**src/hdl/udprx_pkg.sv**
```systemverilog
`default_nettype none

package udprx_pkg;

   localparam int TABLE_ENTRIES_DEF = 16;

   localparam logic [15:0] MIN_UDP_LEN  = 16'd8;
   localparam logic [15:0] UDP_PROTOCOL = 16'd17;

   typedef enum logic [1:0] {
      ACT_BYTE  = 2'd0,
      ACT_OPEN  = 2'd1,
      ACT_CLOSE = 2'd2
   } action_type;

   typedef enum logic [2:0] {
      VERDICT_DELIVERED   = 3'd0,
      VERDICT_TOO_SHORT   = 3'd1,
      VERDICT_CSUM_BAD    = 3'd2,
      VERDICT_UNREACHABLE = 3'd3,
      VERDICT_OPENED      = 3'd4,
      VERDICT_FULL        = 3'd5
   } verdict_type;

   typedef enum logic [3:0] {
      ST_IDLE,
      ST_PAD,
      ST_SRC_HI,
      ST_SRC_LO,
      ST_LOC_HI,
      ST_LOC_LO,
      ST_PROTO,
      ST_LEN,
      ST_VERDICT,
      ST_OPEN,
      ST_CLOSE
   } ctrl_state_type;

   typedef enum logic [2:0] {
      ADD_PAD,
      ADD_SRC_HI,
      ADD_SRC_LO,
      ADD_LOC_HI,
      ADD_LOC_LO,
      ADD_PROTO,
      ADD_LEN
   } add_sel_type;

   typedef struct packed {
      logic [1:0]  action;
      logic [7:0]  data_byte;
      logic        last_byte;
      logic [31:0] sender_ip;
      logic [15:0] port_number;
   } req_type;

   typedef struct packed {
      logic [2:0]  verdict;
      logic [3:0]  slot;
      logic [15:0] source_port;
      logic [15:0] destination_port;
      logic [15:0] payload_length;
   } rsp_type;

   // controller -> datapath / table
   typedef struct packed {
      logic        take_byte;
      logic        take_port;
      logic        add_en;
      add_sel_type add_sel;
      logic        load_verdict;
      logic        load_open;
      logic        tbl_open;
      logic        tbl_close;
   } ctrl_cmd_type;

   // datapath -> controller
   typedef struct packed {
      logic out_free;
   } dp_status_type;

   // table -> datapath
   typedef struct packed {
      logic       lookup_hit;
      logic [3:0] lookup_slot;
      logic       open_ok;
      logic [3:0] open_slot;
   } tbl_status_type;

   // ones'-complement add with end-around carry
   function automatic logic [15:0] add_ones(input logic [15:0] a, input logic [15:0] b);
      logic [16:0] s;
      s = {1'b0, a} + {1'b0, b};
      return s[16] ? (s[15:0] + 16'd1) : s[15:0];
   endfunction

endpackage

`default_nettype wire

```
**src/hdl/udprx_table.sv**
```systemverilog
`default_nettype none

module udprx_table
   import udprx_pkg::*;
#(
   parameter int TABLE_ENTRIES = TABLE_ENTRIES_DEF
) (
   input  wire logic           clock,
   input  wire logic           reset,
   input  wire ctrl_cmd_type   cmd,
   input  wire logic [15:0]    cmd_port,
   input  wire logic [15:0]    lookup_port,
   output tbl_status_type      status
);

   localparam int IDX_W = (TABLE_ENTRIES > 1) ? $clog2(TABLE_ENTRIES) : 1;

   logic [TABLE_ENTRIES-1:0] valid_ff, valid_in;
   logic [15:0]              port_ff [TABLE_ENTRIES];
   logic [15:0]              port_in [TABLE_ENTRIES];

   logic [TABLE_ENTRIES-1:0] match_vec, hit_vec;
   logic                     match_any, free_any, hit_any;
   logic [IDX_W-1:0]         match_idx, free_idx, hit_idx, open_idx;

   // parallel compare against every entry, lowest index wins
   always_comb begin
      match_any = 1'b0;
      free_any  = 1'b0;
      hit_any   = 1'b0;
      match_idx = '0;
      free_idx  = '0;
      hit_idx   = '0;
      for (int i = 0; i < TABLE_ENTRIES; i++) begin
         match_vec[i] = (port_ff[i] == cmd_port);
         hit_vec[i]   = valid_ff[i] && (port_ff[i] == lookup_port);
      end
      for (int i = TABLE_ENTRIES - 1; i >= 0; i--) begin
         if (match_vec[i]) begin
            match_any = 1'b1;
            match_idx = IDX_W'(i);
         end
         if (!valid_ff[i]) begin
            free_any = 1'b1;
            free_idx = IDX_W'(i);
         end
         if (hit_vec[i]) begin
            hit_any = 1'b1;
            hit_idx = IDX_W'(i);
         end
      end
      open_idx = match_any ? match_idx : free_idx;
   end

   always_comb begin
      valid_in = valid_ff;
      for (int i = 0; i < TABLE_ENTRIES; i++) begin
         port_in[i] = port_ff[i];
      end
      if (cmd.tbl_open && (match_any || free_any)) begin
         valid_in[open_idx] = 1'b1;
         port_in[open_idx]  = cmd_port;
      end
      if (cmd.tbl_close) begin
         valid_in = valid_ff & ~match_vec;
      end
   end

   always_ff @(posedge clock) begin
      if (reset) begin
         valid_ff <= '0;
         for (int i = 0; i < TABLE_ENTRIES; i++) begin
            port_ff[i] <= '0;
         end
      end else begin
         valid_ff <= valid_in;
         for (int i = 0; i < TABLE_ENTRIES; i++) begin
            port_ff[i] <= port_in[i];
         end
      end
   end

   assign status.lookup_hit  = hit_any;
   assign status.lookup_slot = 4'(hit_idx);
   assign status.open_ok     = match_any || free_any;
   assign status.open_slot   = 4'(open_idx);

endmodule

`default_nettype wire

```
**src/hdl/udprx_ctrl.sv**
```systemverilog
`default_nettype none

module udprx_ctrl
   import udprx_pkg::*;
(
   input  wire logic          clock,
   input  wire logic          reset,
   input  wire logic          req_valid,
   input  wire logic [1:0]    req_action,
   input  wire logic          req_last,
   input  wire dp_status_type dp_status,
   output logic               req_stall,
   output ctrl_cmd_type       cmd
);

   ctrl_state_type state_ff, state_in;
   logic           take;

   assign take = (state_ff == ST_IDLE) && req_valid;

   always_comb begin
      state_in = state_ff;
      case (state_ff)
         ST_IDLE: begin
            if (req_valid) begin
               if (req_action == ACT_BYTE) begin
                  if (req_last) state_in = ST_PAD;
               end else if (req_action == ACT_OPEN) begin
                  state_in = ST_OPEN;
               end else if (req_action == ACT_CLOSE) begin
                  state_in = ST_CLOSE;
               end
            end
         end
         ST_PAD:     state_in = ST_SRC_HI;
         ST_SRC_HI:  state_in = ST_SRC_LO;
         ST_SRC_LO:  state_in = ST_LOC_HI;
         ST_LOC_HI:  state_in = ST_LOC_LO;
         ST_LOC_LO:  state_in = ST_PROTO;
         ST_PROTO:   state_in = ST_LEN;
         ST_LEN:     state_in = ST_VERDICT;
         ST_VERDICT: if (dp_status.out_free) state_in = ST_IDLE;
         ST_OPEN:    if (dp_status.out_free) state_in = ST_IDLE;
         ST_CLOSE:   state_in = ST_IDLE;
         default:    state_in = ST_IDLE;
      endcase
   end

   always_comb begin
      req_stall        = (state_ff != ST_IDLE);
      cmd              = '0;
      cmd.add_sel      = ADD_PAD;
      cmd.take_byte    = take && (req_action == ACT_BYTE);
      cmd.take_port    = take && ((req_action == ACT_OPEN) || (req_action == ACT_CLOSE));
      case (state_ff)
         ST_PAD:    begin cmd.add_en = 1'b1; cmd.add_sel = ADD_PAD;    end
         ST_SRC_HI: begin cmd.add_en = 1'b1; cmd.add_sel = ADD_SRC_HI; end
         ST_SRC_LO: begin cmd.add_en = 1'b1; cmd.add_sel = ADD_SRC_LO; end
         ST_LOC_HI: begin cmd.add_en = 1'b1; cmd.add_sel = ADD_LOC_HI; end
         ST_LOC_LO: begin cmd.add_en = 1'b1; cmd.add_sel = ADD_LOC_LO; end
         ST_PROTO:  begin cmd.add_en = 1'b1; cmd.add_sel = ADD_PROTO;  end
         ST_LEN:    begin cmd.add_en = 1'b1; cmd.add_sel = ADD_LEN;    end
         ST_VERDICT: cmd.load_verdict = dp_status.out_free;
         ST_OPEN: begin
            cmd.load_open = dp_status.out_free;
            cmd.tbl_open  = dp_status.out_free;
         end
         ST_CLOSE: cmd.tbl_close = 1'b1;
         default: ;
      endcase
   end

   always_ff @(posedge clock) begin
      if (reset) begin
         state_ff <= ST_IDLE;
      end else begin
         state_ff <= state_in;
      end
   end

endmodule

`default_nettype wire

```
**src/hdl/udprx_dp.sv**
```systemverilog
`default_nettype none

module udprx_dp
   import udprx_pkg::*;
(
   input  wire logic           clock,
   input  wire logic           reset,
   input  wire req_type        req_data,
   input  wire logic           csr_wr_en,
   input  wire logic [31:0]    csr_wr_data,
   input  wire ctrl_cmd_type   cmd,
   input  wire tbl_status_type tbl_status,
   input  wire logic           rsp_stall,
   output dp_status_type       status,
   output logic [15:0]         port_out,
   output logic [15:0]         dst_port,
   output logic                rsp_valid,
   output rsp_type             rsp_data
);

   logic [31:0] local_ip_ff, local_ip_in;
   logic [15:0] sum_ff, sum_in;
   logic [15:0] count_ff, count_in;
   logic [7:0]  held_ff, held_in;
   logic [63:0] header_ff, header_in;
   logic [31:0] sender_ff, sender_in;
   logic [15:0] port_ff, port_in;
   logic        rsp_valid_ff, rsp_valid_in;
   rsp_type     rsp_ff, rsp_in;

   logic [15:0] add_word;
   logic [15:0] hdr_src_port, len_field, rx_sum, computed;
   logic        short_dg;
   logic        out_free;

   assign hdr_src_port = header_ff[63:48];
   assign dst_port     = header_ff[47:32];
   assign len_field    = header_ff[31:16];
   assign rx_sum       = header_ff[15:0];

   assign out_free        = !rsp_valid_ff || !rsp_stall;
   assign status.out_free = out_free;
   assign port_out        = port_ff;

   always_comb begin
      case (cmd.add_sel)
         ADD_PAD:    add_word = count_ff[0] ? {held_ff, 8'h00} : 16'h0000;
         ADD_SRC_HI: add_word = sender_ff[31:16];
         ADD_SRC_LO: add_word = sender_ff[15:0];
         ADD_LOC_HI: add_word = local_ip_ff[31:16];
         ADD_LOC_LO: add_word = local_ip_ff[15:0];
         ADD_PROTO:  add_word = UDP_PROTOCOL;
         ADD_LEN:    add_word = len_field;
         default:    add_word = 16'h0000;
      endcase
   end

   always_comb begin
      computed = ~sum_ff;
      if (computed == 16'h0000) computed = 16'hFFFF;
      short_dg = (len_field < MIN_UDP_LEN) || (count_ff < MIN_UDP_LEN);
   end

   always_comb begin
      local_ip_in  = csr_wr_en ? csr_wr_data : local_ip_ff;
      sum_in       = sum_ff;
      count_in     = count_ff;
      held_in      = held_ff;
      header_in    = header_ff;
      sender_in    = sender_ff;
      port_in      = cmd.take_port ? req_data.port_number : port_ff;
      rsp_valid_in = rsp_valid_ff && rsp_stall;
      rsp_in       = rsp_ff;

      if (cmd.take_byte) begin
         if (count_ff == 16'd0) sender_in = req_data.sender_ip;
         if (count_ff < MIN_UDP_LEN) begin
            header_in[{~count_ff[2:0], 3'b000} +: 8] = req_data.data_byte;
         end
         if (!count_ff[0]) begin
            held_in = req_data.data_byte;
         end else if (count_ff != 16'd7) begin
            // bytes 6 and 7 carry the checksum field, counted as zero
            sum_in = add_ones(sum_ff, {held_ff, req_data.data_byte});
         end
         // saturate while keeping parity right
         count_in = (count_ff == 16'hFFFF) ? 16'hFFFE : count_ff + 16'd1;
      end

      if (cmd.add_en) begin
         sum_in = add_ones(sum_ff, add_word);
      end

      if (cmd.load_verdict) begin
         rsp_valid_in            = 1'b1;
         rsp_in.source_port      = hdr_src_port;
         rsp_in.destination_port = dst_port;
         rsp_in.slot             = 4'd0;
         rsp_in.payload_length   = 16'd0;
         if (short_dg) begin
            rsp_in.verdict = VERDICT_TOO_SHORT;
         end else begin
            rsp_in.payload_length = len_field - MIN_UDP_LEN;
            if ((rx_sum != 16'h0000) && (computed != rx_sum)) begin
               rsp_in.verdict = VERDICT_CSUM_BAD;
            end else if (!tbl_status.lookup_hit) begin
               rsp_in.verdict = VERDICT_UNREACHABLE;
            end else begin
               rsp_in.verdict = VERDICT_DELIVERED;
               rsp_in.slot    = tbl_status.lookup_slot;
            end
         end
         sum_in    = '0;
         count_in  = '0;
         held_in   = '0;
         header_in = '0;
      end

      if (cmd.load_open) begin
         rsp_valid_in            = 1'b1;
         rsp_in.source_port      = 16'd0;
         rsp_in.destination_port = 16'd0;
         rsp_in.payload_length   = 16'd0;
         if (tbl_status.open_ok) begin
            rsp_in.verdict = VERDICT_OPENED;
            rsp_in.slot    = tbl_status.open_slot;
         end else begin
            rsp_in.verdict = VERDICT_FULL;
            rsp_in.slot    = 4'd0;
         end
      end
   end

   always_ff @(posedge clock) begin
      if (reset) begin
         local_ip_ff  <= '0;
         sum_ff       <= '0;
         count_ff     <= '0;
         held_ff      <= '0;
         header_ff    <= '0;
         sender_ff    <= '0;
         rsp_valid_ff <= 1'b0;
      end else begin
         local_ip_ff  <= local_ip_in;
         sum_ff       <= sum_in;
         count_ff     <= count_in;
         held_ff      <= held_in;
         header_ff    <= header_in;
         sender_ff    <= sender_in;
         rsp_valid_ff <= rsp_valid_in;
      end
   end

   always_ff @(posedge clock) begin
      port_ff <= port_in;
      rsp_ff  <= rsp_in;
   end

   assign rsp_valid = rsp_valid_ff;
   assign rsp_data  = rsp_ff;

endmodule

`default_nettype wire

```
**src/hdl/udp_receive_check_and_port_demux.sv**
```systemverilog
// Datagram bytes that are not last: one beat per cycle, no result.
// Last byte: padding and pseudo header folded one word per cycle through a
// ones'-complement adder, verdict loaded once output is free; next beat taken after.
// Open port: entry and result written once output is free; close gives no result.
// Synchronous active-high reset clears the port table, checksum state and local_ip.
`default_nettype none

module udp_receive_check_and_port_demux
   import udprx_pkg::*;
#(
   parameter int TABLE_ENTRIES = TABLE_ENTRIES_DEF
) (
   input  wire logic        clock,
   input  wire logic        reset,
   input  wire logic        req_valid,
   output logic             req_stall,
   input  wire req_type     req_data,
   output logic             rsp_valid,
   input  wire logic        rsp_stall,
   output rsp_type          rsp_data,
   input  wire logic        csr_wr_en,
   input  wire logic [31:0] csr_wr_data
);

   ctrl_cmd_type   cmd;
   dp_status_type  dp_status;
   tbl_status_type tbl_status;
   logic [15:0]    cmd_port;
   logic [15:0]    dst_port;

   udprx_ctrl u_ctrl (
      .clock      (clock),
      .reset      (reset),
      .req_valid  (req_valid),
      .req_action (req_data.action),
      .req_last   (req_data.last_byte),
      .dp_status  (dp_status),
      .req_stall  (req_stall),
      .cmd        (cmd)
   );

   udprx_dp u_dp (
      .clock       (clock),
      .reset       (reset),
      .req_data    (req_data),
      .csr_wr_en   (csr_wr_en),
      .csr_wr_data (csr_wr_data),
      .cmd         (cmd),
      .tbl_status  (tbl_status),
      .rsp_stall   (rsp_stall),
      .status      (dp_status),
      .port_out    (cmd_port),
      .dst_port    (dst_port),
      .rsp_valid   (rsp_valid),
      .rsp_data    (rsp_data)
   );

   udprx_table #(
      .TABLE_ENTRIES (TABLE_ENTRIES)
   ) u_table (
      .clock       (clock),
      .reset       (reset),
      .cmd         (cmd),
      .cmd_port    (cmd_port),
      .lookup_port (dst_port),
      .status      (tbl_status)
   );

endmodule

`default_nettype wire
```
**config.mk**
```make
export PLATFORM = sky130hd
export DESIGN_NAME = udp_receive_check_and_port_demux
export DESIGN_NICKNAME = d
export VERILOG_FILES = /design/src/hdl/udprx_pkg.sv /design/src/hdl/udprx_table.sv /design/src/hdl/udprx_ctrl.sv /design/src/hdl/udprx_dp.sv /design/src/hdl/udp_receive_check_and_port_demux.sv
export SDC_FILE = /design/constraint.sdc
export NUM_CORES = 2
export LEC_CHECK = 0
export ABC_AREA = 1
export BUFFER_PORTS_ARGS = -buffer_cell sky130_fd_sc_hd__buf_4
export CAP_MARGIN = 0
export CORE_AREA = 2 2 215 217
export DETAILED_ROUTE_END_ITERATION = 10
export DIE_AREA = 0 0 217 219
export GPL_TIMING_DRIVEN = 1
export PLACE_DENSITY = 0.85
export SLEW_MARGIN = 20
export SYNTH_ARGS = -nofsm -noshare
export SYNTH_HDL_FRONTEND = slang
export SYNTH_SLANG_ARGS = --single-unit
```
**constraint.sdc**
```tcl
create_clock -name clock -period 5.9 [get_ports clock]
set_input_delay 0.885 -clock clock [delete_from_list [all_inputs] [get_ports clock]]
set_output_delay 0.885 -clock clock [all_outputs]
set_load 0.02 [all_outputs]
```
Word-level counts from Yosys, hierarchy flattened
Memories as Yosys holds them, arrays and structs flattened. Cells that the tools add are included.

Reductions and logical operators: 49. Shift-type cells: 2. Muxes and demuxes: 158. Order comparisons: 6. Equal/unequal tests: 57. Bitwise operators: 23. Add/sub/neg operators: 7.

Operators by type and width (count): 16-bit == test (32); 16-bit 2-to-1 mux (29); 256-bit bitwise mux (1); 256-bit 2-to-1 mux (1); 4-bit 2-to-1 mux (58); 16-bit case mux with 7 select lines (1); 55-bit 2-to-1 mux (2); 64-bit bitwise mux (1); 16-bit demux with 4-bit select (1); 8-bit by 8-bit variable shift with 64-bit output (first input constant) (1); 8-bit by 8-bit indexed part select with 64-bit output (1); 1-bit 2-to-1 mux (56); 16-bit by 1-bit adder with 16-bit output (second input constant) (3); 4-bit case mux with 9 select lines (1); 16-bit by 16-bit adder with 17-bit output (2); 16-bit logical NOT (2); 16-bit by 4-bit < comparator with 1-bit output (second input constant) (2); 16-bit NOT (2); 4-bit case mux with 7 select lines (1); 1-bit logical AND (24); 16-bit bitwise AND (1); 16-bit == test (second input constant) (1); 4-bit by 3-bit == test with 1-bit output (second input constant) (4); 16-bit != test (1); other kinds (40) (74).

Output and inout bits: 57. Bits of input ports: 96. RAM bits: 256. Memories kept: 1. Logic and storage cells: 318. Bits in registers: 260.

Memory list: u_table.port_ff (words 16, width 16, read ports 16, clocked after Yosys merged registers in 0, wr ports 16, RTL line udprx_table.sv:19) `logic [15:0] port_ff [TABLE_ENTRIES];`.

Longest topological paths before layout
An unclocked memory read counts as a cell.

Depth after elaboration: 27. Depth in mapped cells: 31. Mapped depth without buffers: 27.

Hierarchy
A second synthesis with hierarchy kept.

Cell total of the unflattened synthesis: 4751. Area, all modules: 31306.3 µm².

By module, submodules not included: udprx_table (area each 17963.5 µm², times used 1, seq. area each 5445.2 µm², cells an instance 2875); udprx_dp (area each 12904.9 µm², times used 1, seq. area each 5034.8 µm², cells an instance 1805); udprx_ctrl (area each 437.9 µm², times used 1, seq. area each 80.1 µm², cells an instance 71).

Worst setup path before layout
No wires, ideal clock.

Path type: reg-to-reg. From: register u_ctrl.state_ff[0]. To: register u_dp.sum_ff[9]. Library setup time: 0.115 ns. Arrival: 3.928 ns. Buffers on the path: 2. Setup slack: 1.857 ns. Stages on the path, launching flop included: 26. Required time: 5.785 ns. Period minus slack after synthesis: 4.043 ns. Path through: dfxtp_1 -> clkbuf_1 -> nor2_1 -> inv_1 -> nor2_1 -> clkbuf_1 -> a221oi_1 -> nand3_1 -> ha_1 -> fa_1 -> nand3_1 -> nand2_1 -> nand2_1 -> nand2_1 -> a21boi_0 -> o21ai_0 -> nand2_1 -> nand2_1 -> a21boi_1 -> clkinv_1 -> nand2_1 -> o21ai_0 -> nand3_1 -> o21ai_0 -> o21ai_0 -> inv_1.

Cells in the longest elaborated chain, start to end: 8. Elaborated cells on any way between the ends: 30. Those cells by class: add/sub: 2; eq/ne: 14; mux: 5; reduce/logical: 9.

Ends and longest elaborated chain: from (decl) (RTL line udprx_ctrl.sv:16) `ctrl_state_type state_ff, state_in;`; from (signal assigned) (RTL line udprx_ctrl.sv:77) `state_ff <= state_in;`; 4-bit by 3-bit == test with 1-bit output (tied with other cells) (RTL line udprx_ctrl.sv:55) `case (state_ff)`; 4-bit case mux with 7 select lines (RTL line udprx_ctrl.sv:55); 3-bit == test (tied with other cells) (RTL line udprx_dp.sv:46) `case (cmd.add_sel)`; 16-bit case mux with 7 select lines (RTL line udprx_dp.sv:46); 16-bit by 16-bit adder with 17-bit output (RTL line udprx_pkg.sv:93) `s = {1'b0, a} + {1'b0, b};`; 16-bit by 1-bit adder with 16-bit output (RTL line udprx_pkg.sv:94) `return s[16] ? (s[15:0] + 16'd1) : s[15:0];`; 16-bit 2-to-1 mux (RTL line udprx_pkg.sv:94); 16-bit 2-to-1 mux (RTL line udprx_dp.sv:90) `if (cmd.add_en) begin`; to (signal assigned) (RTL line udprx_dp.sv:145) `sum_ff <= sum_in;`; to (decl) (RTL line udprx_dp.sv:22) `logic [15:0] sum_ff, sum_in;`.

Several ways; a longest one is shown, not always the timed one. A chain may end at the register's enable or synchronous reset.

Worst setup path after layout
From: register u_ctrl.state_ff[3]. To: register u_dp.sum_ff[13].

The elaborated chain is that of the path after synthesis.

==> metrics.yaml <==
pwr:
  power_mw: 10.5
  leakagePower_nw: 15.0
  vdd_drop_max_mv: 0.345
  p_per_area_nw_per_um2: 317
floorplan:
  die_h_um: 219
  row_count: 78
  core_area_um2: 45100
  initial_core_util_pct: 66.4
  fp.dieW_um: 217
  ioPinCount: 153
  dieArea_um2: 47500
yosys:
  yosysUniqueCellTypes: 66
  yosysTopAreaCell: "dfxtp_1"
  synth_ff_type: "dfxtp_1"
  yosysWarnings: 0
  synth-seq-cells: 516
  synth_top_area_share_pct: 33.0
  yosysMostFrequentCell: "nand2_1"
  synthesis.nets: 4572
  yosysSeqAreaShare_pct: 35.3
  synth_top_cells_by_area: "dfxtp_1 33%, nand2_1 12%, nor2_1 10%, xor2_1 5.3%, inv_1 4.8%"
  synth_edf_count: 23
  synth_cells: 4434
  syn_area_um2: 29900
  synth_common_cells: "931 x nand2_1, 806 x nor2_1, 493 x dfxtp_1"
  avgSynthCellArea_um2: 6.75
  synthArstFlopShare_pct: 0
final_layout:
  drive_above_1_share_pct: 8.59
  nNetsFinal: 4600
  utilization_pct: 73.3
  areaGrowthSynthToFinish_pct: 10.5
  nFillCells: 3727
  final_cell_area_um2: 33100
run_status:
  violations: "DRC"
  status: "complete, but fails checks"
drt:
  num_vias: 31100
  drt_iter0_drc: 4432
  drc: 1
  viasPerCell: 6.09
  routed_wl_um: 106000
  first_pass_iters: 9
  ant_nets: 0
  wl_per_cell_um: 20.7
sta:
  fin_setup_tns_ns: 0
  relSlewSlack_pct: 15.6
  tightest_slew_ns: 1.26
  whs_ns: 0.423
  hold_viol: 0
  period_share_pct: 83.6
  slew_viol_final: 0
  fin_worst_skew_ns: 0.0296
  clock.fmax_mhz: 203
  setup_viol: 0
  rsz0062_at_grt: "no"
  period_needed_ns: 4.93
global_routing:
  grt_overflow: 0
  grt_util_all_layers_pct: 43.7
  grt_pass1_vias: 28400
  grt_pass1_wl_um: 160000
  grt_antenna_before_repair: 4
  grt_max_degree: 122
clock_network:
  cts.sinks: 516
  clock_latency_ns: 0.64
  cts-root-buf: "clkbuf_16"
  postCtsSetupBuffers: 0
  htree_levels: 2
  clk_pin_slew_worst_paths_ns: 0.06
  cts_made_buffers: 54
  postCtsHoldBufs: 0
  cts_tree: "yes"
  clock_path_buffers: 3
  post_cts_resized: 0
setup_path:
  critPathMaxFanout: 16
  arrival_ns: 5.47
  cp.required_ns: 6.43
  cp-end-kind: "flop"
  r2r_start: "u_ctrl.state_ff[3]"
  worstSetupStartpointType: "flop"
  critPathKind: "reg -> reg"
  worstSetupStartpoint: "u_ctrl.state_ff[3]"
placement:
  placed_cell_area_um2: 31100
  gp_congestion: 1.03
  io_buffers: 152
  dp_hpwl_um: 68900
min_path:
  hp-start: "req_data[1]"
  hold_class: "in -> reg"
job:
  drv_cap: 0
[placed cells by master (no fill, tap or decap), types with 6 or more instances in the layout]
cell / n
a211oi_1: 12
a21oi_1: 179
a221oi_1: 41
a31oi_1: 7
buf_4: 224
bufinv_16: 9
clkbuf_1: 7
clkbuf_16: 54
clkbuf_8: 14
clkinv_1: 8
clkinv_2: 10
dfxtp_1: 493
edfxtp_1: 23
ha_1: 40
inv_1: 380
inv_2: 18
nand2_1: 931
nand3_1: 227
nand4_1: 91
nor2_1: 806
nor2_2: 9
nor3_1: 87
nor3_4: 8
nor4_1: 47
o2111a_1: 6
o2111ai_1: 6
o211ai_1: 9
o21ai_0: 279
o22ai_1: 92
or2_2: 10
xnor2_1: 119
xor2_1: 182
[power breakdown]
part / switching (mW) / total [mW] / internal, mW
combinational: 1.87 / 2.69 / 0.824
clock: 1.52 / 3.78 / 2.26
sequential: 0.260 / 3.99 / 3.73
[per-layer routing]
layer  vias up  routed length [um]  GRT usage [%]
met5         -                   8              0
met3       631               13600           11.7
met1     14000               37300           51.9
met4         2                9470           32.4
li1      14500                   -              -
met2      2024               45600           68.1
[registers in the layout, summed over array words and instances (netlist names)]
name / count
u_table.port_ff: 256
u_dp.header_ff: 64
u_dp.rsp_data: 55
u_dp.local_ip_ff: 32
u_dp.sender_ff: 32
u_dp.count_ff: 16
u_dp.port_out: 16
u_dp.sum_ff: 16
u_table.valid_ff: 16
u_dp.held_ff: 8
u_ctrl.state_ff: 4
u_dp.rsp_valid: 1
[layout make-up]
class                           instances  area (um^2)  share of cell area [%]
Multi-Input combinational cell       3254        16500                    49.9
Sequential cell                       516        10600                    31.9
Timing Repair Buffer                  227         1730                    5.24
Clock buffer                           75         1570                    4.75
Inverter                              409         1550                    4.68
Tap cell                              600          751                    2.27
Clock inverter                         26          390                    1.18
Antenna cell                            3         7.51                  0.0227
[critical path, cell delays in order (launching register included)]
cell and delay (ns):
dfxtp_1 0.42, nor2_1 0.11, inv_1 0.08, nor2_1 0.06, inv_1 0.35, o21ai_0 0.17
a221oi_1 0.25, nand3_1 0.11, ha_1 0.25, fa_1 0.43, nand3_1 0.09, nand2_1 0.09
nand2_1 0.08, nand2_1 0.08, a21boi_0 0.28, o21ai_0 0.18, nand2_1 0.09, nand2_1 0.07
a21boi_1 0.53, clkinv_1 0.43, nand3_1 0.28, o21bai_1 0.10, o211ai_1 0.09, nand3_1 0.11
nand2_1 0.08, inv_1 0.03
[final timing paths]
path / endpoint / slack [ns] / cells after the start
worst max register to register: u_dp.sum_ff[13] / 0.97 / 25
worst min register to register: u_dp.header_ff[53] / 0.45 / 2
worst min-delay path: u_dp.port_out[1] / 0.42 / 1
worst max-delay path: u_dp.sum_ff[13] / 0.97 / 25
[kinds of logic after synthesis]
family | Yosys count | synth area share [%]
buf+inv | 664 | 9.62
flops | 516 | 35.3
compound gates | 663 | 12.8
xor+xnor | 301 | 8.81
fa+ha+maj | 42 | 1.81
simple gates | 2248 | 31.7
[metrics by stage]
step / cells / setup slack (ns)
6_report: 5110 / 0.967
5_1_grt: 5107 / 0.609
4_1_cts: 5106 / 1.14
3_5_place_dp: 5005 / 1.15
3_3_place_gp: 5005 / 1.27
2_1_floorplan: 4434 / 1.86
No activity file was read; power rests on OpenSTA's default activity.
